`config.mk`:
```
export PLATFORM = sky130hd
export DESIGN_NAME = lzs_ctrl
export DESIGN_NICKNAME = d
export VERILOG_FILES = /design/src/rtl/core/lzs_pkg.sv /design/src/rtl/core/lzs_ctrl.sv
export SDC_FILE = /design/constraint.sdc
export NUM_CORES = 1
export LEC_CHECK = 0
export BUFFER_PORTS_ARGS = -buffer_cell sky130_fd_sc_hd__buf_2
export CAP_MARGIN = 20
export CORE_AREA = 2 2 39 41
export DETAILED_ROUTE_END_ITERATION = 6
export DIE_AREA = 0 0 41 43
export PLACE_DENSITY = 0.3
export SETUP_SLACK_MARGIN = 0.3
export SYNTH_ARGS = -nofsm -noshare
export SYNTH_HDL_FRONTEND = slang
export SYNTH_SLANG_ARGS = --single-unit
```
`constraint.sdc`:
```
create_clock -name clk_i -period 1.2 [get_ports clk_i]
set_clock_uncertainty 0.05 [all_clocks]
set_input_delay 0.12 -clock clk_i [delete_from_list [all_inputs] [get_ports clk_i]]
set_output_delay 0.12 -clock clk_i [all_outputs]
set_load 0.02 [all_outputs]
```
`src/rtl/core/lzs_pkg.sv`:
```
// Shared constants and types for the layer stacking-order block.
// Used by the controller, the datapath and the top level; depends on nothing.
`timescale 1ns / 1ps

package lzs_pkg;

  localparam int unsigned MAX_LAYERS_DEFAULT = 256;
  localparam int unsigned ID_W               = 8;
  localparam int unsigned HEIGHT_W           = 9;
  localparam int unsigned CALC_W             = HEIGHT_W + 1;

  typedef struct packed {
    logic capture;
    logic read;
    logic apply;
  } cmd_t;

endpackage

```
`src/rtl/core/lzs_ctrl.sv`:
```
// Controller of the layer stacking-order block: sequences capture, read and apply.
// Depends on lzs_pkg for the command struct.
`timescale 1ns / 1ps

module lzs_ctrl (
  input  logic          clk_i,
  input  logic          rst_ni,
  input  logic          start_i,
  output logic          busy_o,
  output lzs_pkg::cmd_t cmd_o,
  output logic          result_valid_o
);

  typedef enum logic [2:0] {
    ST_IDLE  = 3'b001,
    ST_READ  = 3'b010,
    ST_APPLY = 3'b100
  } state_e;

  state_e state_q, state_d;
  logic   valid_q;

  always_comb begin
    state_d       = state_q;
    cmd_o.capture = 1'b0;
    cmd_o.read    = 1'b0;
    cmd_o.apply   = 1'b0;
    case (state_q)
      ST_IDLE: begin
        if (start_i) begin
          cmd_o.capture = 1'b1;
          state_d       = ST_READ;
        end
      end
      ST_READ: begin
        cmd_o.read = 1'b1;
        state_d    = ST_APPLY;
      end
      ST_APPLY: begin
        cmd_o.apply = 1'b1;
        state_d     = ST_IDLE;
      end
      default: begin
        state_d = ST_IDLE;
      end
    endcase
  end

  always_ff @(posedge clk_i or negedge rst_ni) begin
    if (!rst_ni) begin
      state_q <= ST_IDLE;
      valid_q <= 1'b0;
    end else begin
      state_q <= state_d;
      valid_q <= cmd_o.apply;
    end
  end

  assign busy_o         = (state_q != ST_IDLE);
  assign result_valid_o = valid_q;

endmodule

```
==> results of run 1 <==
-- kinds of logic (layout without fill, tap and decap cells) --
family        after synthesis  count (layout)  synth area share (%)
buf+inv                     1              17                  4.45
flops                       4               4                  60.0
simple gates                7               7                  35.6
-- cell type report --
class | instances | area share [%]
Clock buffer | 4 | 7.72
Multi-Input combinational cell | 7 | 22.4
Sequential cell | 4 | 30.1
Tap cell | 16 | 5.88
Timing Repair Buffer | 13 | 33.8
-- worst register-to-register path: cells and delay by family (launching register included) --
| kind | cells | cell delay (ns) |
|---|---|---|
| buf+inv | 2 | 0.21 |
| simple gates | 1 | 0.21 |
| flops | 1 | 0.54 |
-- timing repair --
item,CTS,global route
hold buffers,1,0
endpoints found under the hold margin,4,0
pin swaps,1,2
setup endpoints to repair,7,7
gates resized for setup,7,6
setup buffers,0,4
-- state kept, by name, indices dropped and copies added, names as in the netlist --
| register | count |
|---|---|
| state_q | 3 |
| result_valid_o | 1 |
-- power breakdown --
part	leakage (nW)	switching, W	total, W	internal [W]
registers	0.0497	0.0000482	0.000235	0.000187
logic	0.0905	0.000154	0.000400	0.000246
clock network	0.0150	0.0000592	0.000184	0.000125
-- per-stage QoR --
| stage | total power [W] | utilization, % | area, sq um | worst slack (ns) |
|---|---|---|---|---|
| global placement | 0.000485 | 16.7 | 231 | -0.0328 |
| floorplan | 0.000399 | - | 176 | 0.0730 |
| finish | 0.000820 | 24.6 | 340 | -0.255 |
| detailed placement | 0.000483 | 16.7 | 231 | -0.0279 |
| CTS | 0.000730 | 20.9 | 289 | -0.263 |
| global route | 0.000876 | 24.6 | 340 | -0.294 |
-- worst min path at each step --
stage	from	to	slack, ns	cells after the start
3_5_place_dp	rst_ni	result_valid_o	-0.12	1
5_1_grt	start_i	state_q[1]	0.16	2
2_1_floorplan	rst_ni	result_valid_o	-0.23	0
6_report	rst_ni	result_valid_o	0.15	2
3_3_place_gp	rst_ni	state_q[1]	-0.12	1
4_1_cts	rst_ni	result_valid_o	0.16	2
-- cell usage after synthesis, drive strengths merged --
| library cell | count | area share [%] |
|---|---|---|
| dfrtp | 3 | 44 |
| buf | 1 | 4.4 |
| and4bb | 2 | 15 |
| nor2 | 1 | 2.2 |
| nor3b | 3 | 13 |
| or3b | 1 | 5.2 |
| dfstp | 1 | 16 |
-- routing by layer --
layer / up-vias / track usage [%] / routed length, um / share of wire (%)
met2: 8 / 5.63 / 160 / 42
li1: 74 / - / - / -
met5: - / 0 / 0 / 0
met1: 75 / 6.43 / 183 / 48
met3: 0 / 4.71 / 40 / 10
met4: 0 / 4.00 / 0 / 0
==> reports/qor.tcl, run 1 <==
set qor(start_util_pct) 12.2
set qor(max_rail_drop_vdd_mv) 0.913
set qor(grt_antenna_before_repair) 0
set qor(path_cells) {or3b_4 -> buf_6}
set qor(timing.rr.start) {state_q[0]}
set qor(worstSetupStartpoint) {state_q[0]}
set qor(yosys_warnings) 0
set qor(setup_slack_on_the_worst_flop_to_flop_path_ns) 0.13
set qor(initialDrtViolationCount) 2
set qor(min_path_type) {primary input to asynchronous set/reset pin}
set qor(cts_sinks) 4
set qor(standby_leakage_power_nw) 0.155
set qor(crit_buf_inv) 1
set qor(timing.final.crit_share_pct) 121
set qor(htree_levels) 1
set qor(crit_path_max_incr_delay_ns) 0.54
set qor(num_rows) 14
set qor(first_global_vias) 137
set qor(sequential_cell_area_sq_um) 103
set qor(gr-usage-all-layers_pct) 5.32
set qor(layout.cells.most_common_list) {6 x buf_6, 3 x clkbuf_4, 3 x buf_2, 3 x buf_4}
set qor(die_x_um) 41
set qor(insertedDiodeCount) 0
set qor(cts_root_buffer) {clkbuf_4}
set qor(crit-reg2reg-capture) {state_q[1]}
set qor(clkTransAtPathRegs_ns) 0.04
set qor(final_hold_viol_count) 0
set qor(worst_path_max_delay_cell) {dfstp_2}
set qor(cp_arrival_ns) 1.29
set qor(route.detailed.drc) 0
set qor(worst_pin_slew_ns) 0.283
set qor(crit_path_end) {busy_o}
set qor(worst-path-max-fanout) 4
set qor(timing.max_slew.rel_slack_pct) 81.1
set qor(clockBufferDepth) 2
set qor(violations) {negative setup slack}
set qor(path_depth) 2
set qor(worst-setup-path-type) {register to primary output}
set qor(critical-path-top-delay-family) {flip-flops}
set qor(synthesis.area_per_instance_sq_um) 14.1
set qor(net_count_of_the_finished_layout) 32
set qor(dr_total_vias) 157
set qor(cts_inserted_buffers) 3
set qor(fillers) 151
set qor(share_of_layout_cells_above_drive_strength_1_pct) 78.6
set qor(area_of_combinational_cells_with_multiple_inputs_sq_um) 76.3
set qor(netlist-cell-type-count) 7
set qor(design.core.area_sq_um) 1380
set qor(post_drt_via_cell_ratio) 3.57
set qor(final.min_clock_period_ns) 1.46
set qor(powerDensity_nw_per_um2) 2410
set qor(dieArea_sq_um) 1760
set qor(numPortBuffers) 7
set qor(setup_tns_final_ns) -0.663
set qor(fin_worst_hold_slack_ns) 0.154
set qor(final_cell_count_no_fill) 44
set qor(gpl.final_weighted_congestion) 0.706
set qor(status) {complete, but fails checks}
set qor(routed_wl_um) 384
set qor(clock_latency_ns) 0.24
set qor(ff2ff_path_depth) 3
set qor(die_ht_um) 43
set qor(tritoncts) {done}
set qor(place_inst) 35
set qor(mostFrequentLayoutCell) {buf_6}
set qor(i_o_pins) 8
set qor(cp-start-kind) {register}
set qor(synthesis.area_sq_um) 169
set qor(grt_setup_unrepaired) {yes}
set qor(final_critical_path_setup_slack_ns) -0.255
set qor(avgRoutedWirePerCell_um) 8.73
set qor(final_max_slew_viol_count) 0
set qor(max_cap_violations) 0
set qor(grt_overflow_total) 0
set qor(setup-violations-final) 4
set qor(seq_area_frac_synth_pct) 60.0
set qor(synth-seq-cells) 4
set qor(pin_count_of_the_biggest_net_entering_global_routing) 7
set qor(syn-instance-count) 12
set qor(timing.critical_path.required_ns) 1.03
set qor(synthToLayoutAreaGrowth_pct) 101
set qor(clock.fmax_mhz) 687
set qor(timing.critical_path.to_type) {primary output}
set qor(global_route_wire_length_before_repair_um) 558
set qor(final_antenna_net_count) 0
set qor(post_synthesis_net_count) 15
set qor(dr.pass1.iters) 3
No activity file was read; power rests on OpenSTA's default activity.
==> run 2, diff against run 1 <==
--- a/config.mk
+++ b/config.mk
@@ -5,7 +5,7 @@
 export SDC_FILE = /design/constraint.sdc
 export NUM_CORES = 1
 export LEC_CHECK = 0
-export BUFFER_PORTS_ARGS = -buffer_cell sky130_fd_sc_hd__buf_2
+export BUFFER_PORTS_ARGS = -buffer_cell sky130_fd_sc_hd__buf_4
 export CAP_MARGIN = 20
 export CORE_AREA = 2 2 39 41
 export DETAILED_ROUTE_END_ITERATION = 6
==> run 2 against run 1 <==
Net effect:
- the run still ends with negative setup slack left
- utilization decreased by 2.7 points
- flip-flop and latch count unchanged
- critical path depth unchanged
- sequential share of layout area grew 3.7 points
- worst hold slack better by 0.0012 ns
- largest power group unchanged
- final area shrank 11%
- die area unchanged
- cell count down 9.1%
- critical path type unchanged
- routed wire length decreased by 4.9%
- critical endpoint unchanged
- clock power about the same
- setup slack gained 0.037 ns
==> reports/qor.tcl, run 2 (same netlist as run 1, synthesis figures left out) <==
set qor(standby_leakage_power_nw) 0.131
set qor(max_flop_register) {state_q}
set qor(cp_arrival_ns) 1.25
set qor(clock.fmax_mhz) 705
set qor(worst-setup-path-type) {register to primary output}
set qor(worst-path-max-fanout) 2
set qor(clock_latency_ns) 0.23
set qor(grt_overflow_total) 0
set qor(crit_buf_inv) 1
set qor(final_max_slew_viol_count) 0
set qor(global_route_wire_length_before_repair_um) 690
set qor(violations) {negative setup slack}
set qor(setup_tns_final_ns) -0.531
set qor(grt_setup_unrepaired) {yes}
set qor(timing.critical_path.required_ns) 1.03
set qor(dr_total_vias) 144
set qor(num_rows) 14
set qor(die_x_um) 41
set qor(dieArea_sq_um) 1760
set qor(max_cap_violations) 0
set qor(insertedDiodeCount) 0
set qor(start_util_pct) 12.2
set qor(clockBufferDepth) 2
set qor(layout.cells.most_common_list) {5 x buf_4, 3 x clkbuf_4, 3 x buf_6}
set qor(worst_pin_slew_ns) 0.185
set qor(largest_register_ffs) 3
set qor(cts_sinks) 4
set qor(cts_post_setup_buffers_inserted) 0
set qor(avgRoutedWirePerCell_um) 9.13
set qor(crit_path_max_incr_delay_ns) 0.51
set qor(gpl.final_weighted_congestion) 0.609
set qor(part_of_the_power_in_registers_pct) 30.7
set qor(gr-usage-all-layers_pct) 6.84
set qor(mostFrequentLayoutCell) {buf_4}
set qor(first_global_vias) 161
set qor(route.detailed.drc) 0
set qor(cp-start-kind) {register}
set qor(final.min_clock_period_ns) 1.42
set qor(pin_count_of_the_biggest_net_entering_global_routing) 7
set qor(post_drt_via_cell_ratio) 3.60
set qor(final_critical_path_setup_slack_ns) -0.218
set qor(timing.critical_path.to_type) {primary output}
set qor(min_path_type) {primary input to register}
set qor(comb_power_share_pct) 44.2
set qor(p_total_w) 0.000730
set qor(fillers) 150
set qor(power.share.switching_pct) 32.0
set qor(p_sw_w) 0.000233
set qor(place_worst_setup_slack_ns) 0.0110
set qor(timing.max_slew.rel_slack_pct) 87.7
set qor(final_hold_viol_count) 0
set qor(status) {complete, but fails checks}
set qor(die_ht_um) 43
set qor(final_antenna_net_count) 0
set qor(initialDrtViolationCount) 3
set qor(path_cells) {or3b_4 -> buf_6}
set qor(htree_levels) 1
set qor(timing.final.crit_share_pct) 118
set qor(cts_root_buffer) {clkbuf_4}
set qor(fin_worst_hold_slack_ns) 0.156
set qor(grt_antenna_before_repair) 0
set qor(critical-path-top-delay-family) {flip-flops}
set qor(dr.pass1.iters) 2
set qor(cts_inserted_buffers) 3
set qor(design.core.area_sq_um) 1380
set qor(powerDensity_nw_per_um2) 2410
set qor(tritoncts) {done}
set qor(net_count_of_the_finished_layout) 28
set qor(intPower_w) 0.000497
set qor(synthToLayoutAreaGrowth_pct) 79.3
set qor(finish.utilization_pct) 21.9
set qor(setup-violations-final) 4
set qor(numPortBuffers) 7
set qor(share_of_layout_cells_above_drive_strength_1_pct) 75.0
set qor(max_rail_drop_vdd_mv) 0.516
set qor(i_o_pins) 8
set qor(clkTransAtPathRegs_ns) 0.04
set qor(routed_wl_um) 365
set qor(clock_share_of_power_pct) 25.1
set qor(worst_path_max_delay_cell) {dfstp_2}
==> run 2: power groups by stage <==
stage	logic (W)	clock network (W)	registers [W]
finish	0.000323	0.000183	0.000224
floorplan	0.000172	0	0.000228
detailed placement	0.000289	0	0.000223
global route	0.000346	0.000206	0.000234
CTS	0.000328	0.000200	0.000223
global placement	0.000290	0	0.000224
==> run 2: timing repair <==
item / CTS / global route
endpoints found under the hold margin: 4 / 0
setup endpoints to repair: 7 / 7
gates resized for setup: 4 / 1
hold buffers: 1 / 0
pin swaps: 2 / 0
==> run 2: final timing paths <==
kind,cells after the start,endpoint,from,slack (ns)
max,2,busy_o,state_q[0],-0.22
min,2,state_q[1],start_i,0.16
max reg2reg,3,state_q[0],state_q[0],0.14
min reg2reg,1,state_q[2],state_q[2],0.45
max in group asynchronous,2,state_q[0],rst_ni,0.74
min in group asynchronous,2,state_q[1],rst_ni,0.17
==> run 2: stage by stage <==
stage	std cells	area (sq um)
finish	40	303
global route	40	303
CTS	40	302
detailed placement	35	249
global placement	35	249
floorplan	12	176
==> run 2: per-layer routing <==
layer / routed length [um] / up-vias / GRT usage (%)
li1: - / 68 / -
met1: 151 / 71 / 8.09
met2: 194 / 5 / 5.94
met3: 19 / 0 / 4.71
met4: 0 / 0 / 10.0
met5: 0 / - / 0
==> run 2: final cells by class <==
| cell class | count | area, sq um | share of cell area, % |
|---|---|---|---|
| flip-flops and latches | 4 | 103 | 33.9 |
| repair buffers | 9 | 81.3 | 26.9 |
| multi-input cells | 7 | 72.6 | 24.0 |
| clock buffers | 4 | 26.3 | 8.68 |
| well taps | 16 | 20.0 | 6.61 |
==> run 2: worst reg2reg max path: stages, from the launching register on <==
cell and delay, ns:
dfstp_2 0.51, buf_4 0.13, and4bb_2 0.25, nor2_1 0.05
==> run 3, diff against run 2 <==
--- a/config.mk
+++ b/config.mk
@@ -5,11 +5,13 @@
 export SDC_FILE = /design/constraint.sdc
 export NUM_CORES = 1
 export LEC_CHECK = 0
-export BUFFER_PORTS_ARGS = -buffer_cell sky130_fd_sc_hd__buf_4
 export CAP_MARGIN = 20
 export CORE_AREA = 2 2 39 41
+export CTS_CLUSTER_DIAMETER = 30
 export DETAILED_ROUTE_END_ITERATION = 6
 export DIE_AREA = 0 0 41 43
+export DONT_BUFFER_PORTS = 1
+export MAX_ROUTING_LAYER = met4
 export PLACE_DENSITY = 0.3
 export SETUP_SLACK_MARGIN = 0.3
 export SYNTH_ARGS = -nofsm -noshare
==> run 3 against run 2 <==
Net effect:
- the run still ends with negative setup slack left
- sequential share of layout area increased by 5.0 points
- first-iteration DRC count decreased by 67%
- critical path depth down 1
- clock power is 5% higher
- via count is 18% lower
- total power shrank 4.6%
- die area stayed put
- final area down 13%
- register-to-register slack worse by 0.04 ns
- cell count shrank 13%
- highest routed layer unchanged
==> reports/qor.tcl, run 3 (same netlist as run 1, synthesis figures left out) <==
set qor(timing.final.crit_share_pct) 115
set qor(grt_setup_unrepaired) {yes}
set qor(path_depth) 1
set qor(worst-path-max-fanout) 4
set qor(routed_wl_um) 388
set qor(crit_buf_inv) 0
set qor(critical-path-top-delay-family) {flip-flops}
set qor(cp-start-kind) {register}
set qor(grt_antenna_before_repair) 0
set qor(setup-violations-final) 4
set qor(comb_power_share_pct) 37.7
set qor(min_path_type) {primary input to register}
set qor(largest_register_ffs) 3
set qor(layout.cells.most_common_list) {3 x clkbuf_4, 2 x and4bb_2, 2 x buf_4, 2 x dfrtp_1}
set qor(design.core.area_sq_um) 1380
set qor(final_max_slew_viol_count) 0
set qor(avgRoutedWirePerCell_um) 11.1
set qor(clockBufferDepth) 2
set qor(grt_overflow_total) 0
set qor(final_hold_viol_count) 0
set qor(numPortBuffers) 0
set qor(max_rail_drop_vdd_mv) 0.529
set qor(crit_path_end) {busy_o}
set qor(clock_latency_ns) 0.24
set qor(cts_root_buffer) {clkbuf_4}
set qor(start_util_pct) 12.2
set qor(powerDensity_nw_per_um2) 2640
set qor(timing.critical_path.to_type) {primary output}
set qor(setup_slack_on_the_worst_flop_to_flop_path_ns) 0.10
set qor(violations) {negative setup slack}
set qor(max_cap_violations) 0
set qor(mostFrequentLayoutCell) {clkbuf_4}
set qor(p_sw_w) 0.000241
set qor(place_inst) 28
set qor(final_critical_path_setup_slack_ns) -0.181
set qor(global_route_wire_length_before_repair_um) 634
set qor(dieArea_sq_um) 1760
set qor(route.detailed.drc) 0
set qor(die_ht_um) 43
set qor(gr-usage-all-layers_pct) 6.30
set qor(final.min_clock_period_ns) 1.38
set qor(synthToLayoutAreaGrowth_pct) 56.3
set qor(clock_share_of_power_pct) 27.5
set qor(pin_count_of_the_biggest_net_entering_global_routing) 7
set qor(insertedDiodeCount) 0
set qor(htree_levels) 1
set qor(timing.rr.start) {state_q[0]}
set qor(post_drt_via_cell_ratio) 3.37
set qor(clock.fmax_mhz) 724
set qor(net_count_of_the_finished_layout) 23
set qor(dr_total_vias) 118
set qor(p_total_w) 0.000697
set qor(ff2ff_path_depth) 3
set qor(status) {complete, but fails checks}
set qor(final_cell_count_no_fill) 35
set qor(part_of_the_power_in_registers_pct) 34.8
set qor(num_rows) 14
set qor(worst_path_max_delay_cell) {dfstp_2}
set qor(timing.max_slew.rel_slack_pct) 78.2
set qor(power.share.switching_pct) 34.6
set qor(share_of_layout_cells_above_drive_strength_1_pct) 68.4
set qor(die_x_um) 41
set qor(cts_sinks) 4
set qor(gpl.final_weighted_congestion) 0.555
set qor(initialDrtViolationCount) 1
set qor(final_antenna_net_count) 0
set qor(crit_path_max_incr_delay_ns) 0.55
set qor(max_flop_register) {state_q}
set qor(timing.critical_path.required_ns) 1.03
set qor(path_cells) {or3b_4}
set qor(dr.pass1.iters) 2
set qor(worst_pin_slew_ns) 0.327
set qor(cp_arrival_ns) 1.21
set qor(tritoncts) {done}
set qor(worst-setup-path-type) {register to primary output}
set qor(i_o_pins) 8
set qor(worstSetupStartpoint) {state_q[0]}
set qor(intPower_w) 0.000456
set qor(first_global_vias) 161
set qor(clkTransAtPathRegs_ns) 0.04
set qor(crit-reg2reg-capture) {result_valid_o}
set qor(cts_inserted_buffers) 3
set qor(standby_leakage_power_nw) 0.107
==> run 3: metrics by stage <==
stage	setup TNS, ns	area (sq um)	util (%)	setup slack [ns]	hold WS, ns
floorplan	0	176	-	0.0730	-0.226
global placement	0	196	14.2	0.0566	-0.225
detailed placement	0	196	14.2	0.0502	-0.225
CTS	-0.545	259	18.7	-0.178	0.0534
global route	-0.650	264	19.1	-0.212	0.0527
finish	-0.424	264	19.1	-0.181	0.0628
==> run 3: final cells by class <==
class	instances	area [sq um]
tap	16	20.0
fill	150	1120
timing repair buffer	4	36.3
clock buffer	4	26.3
sequential	4	103
multi-input combinational	7	78.8
==> run 3: per-layer routing <==
metal | GRT usage (%) | vias to the layer above | wire length (um)
li1 | - | 56 | -
met1 | 5.52 | 57 | 164
met2 | 7.81 | 5 | 195
met3 | 2.09 | 0 | 28
met4 | 10.0 | 0 | 0
met5 | - | - | 0
==> run 3: repair_timing <==
action | 4_1_cts | 5_1_grt
hold buffers | 1 | 0
pin swaps | 2 | 0
endpoints found under the hold margin | 4 | 0
endpoints found under the setup margin | 6 | 8
resized for setup | 3 | 1
setup buffers | 2 | 0
==> run 3: worst min-delay path by stage <==
| stage | slack (ns) | start | end | cells after the start |
|---|---|---|---|---|
| after floorplan | -0.23 | rst_ni | result_valid_o | 0 |
| after global placement | -0.23 | rst_ni | state_q[1] | 0 |
| after detailed placement | -0.23 | rst_ni | state_q[1] | 0 |
| after CTS | 0.05 | start_i | state_q[1] | 1 |
| after global routing | 0.05 | start_i | state_q[1] | 1 |
| final | 0.06 | start_i | state_q[1] | 1 |
==> run 3: power by group through the flow <==
stage | combinational (W) | clock, W | sequential [W]
after global routing | 0.000286 | 0.000211 | 0.000251
after detailed placement | 0.000186 | 0 | 0.000242
after CTS | 0.000262 | 0.000203 | 0.000239
after floorplan | 0.000172 | 0 | 0.000228
final | 0.000262 | 0.000192 | 0.000243
after global placement | 0.000187 | 0 | 0.000239
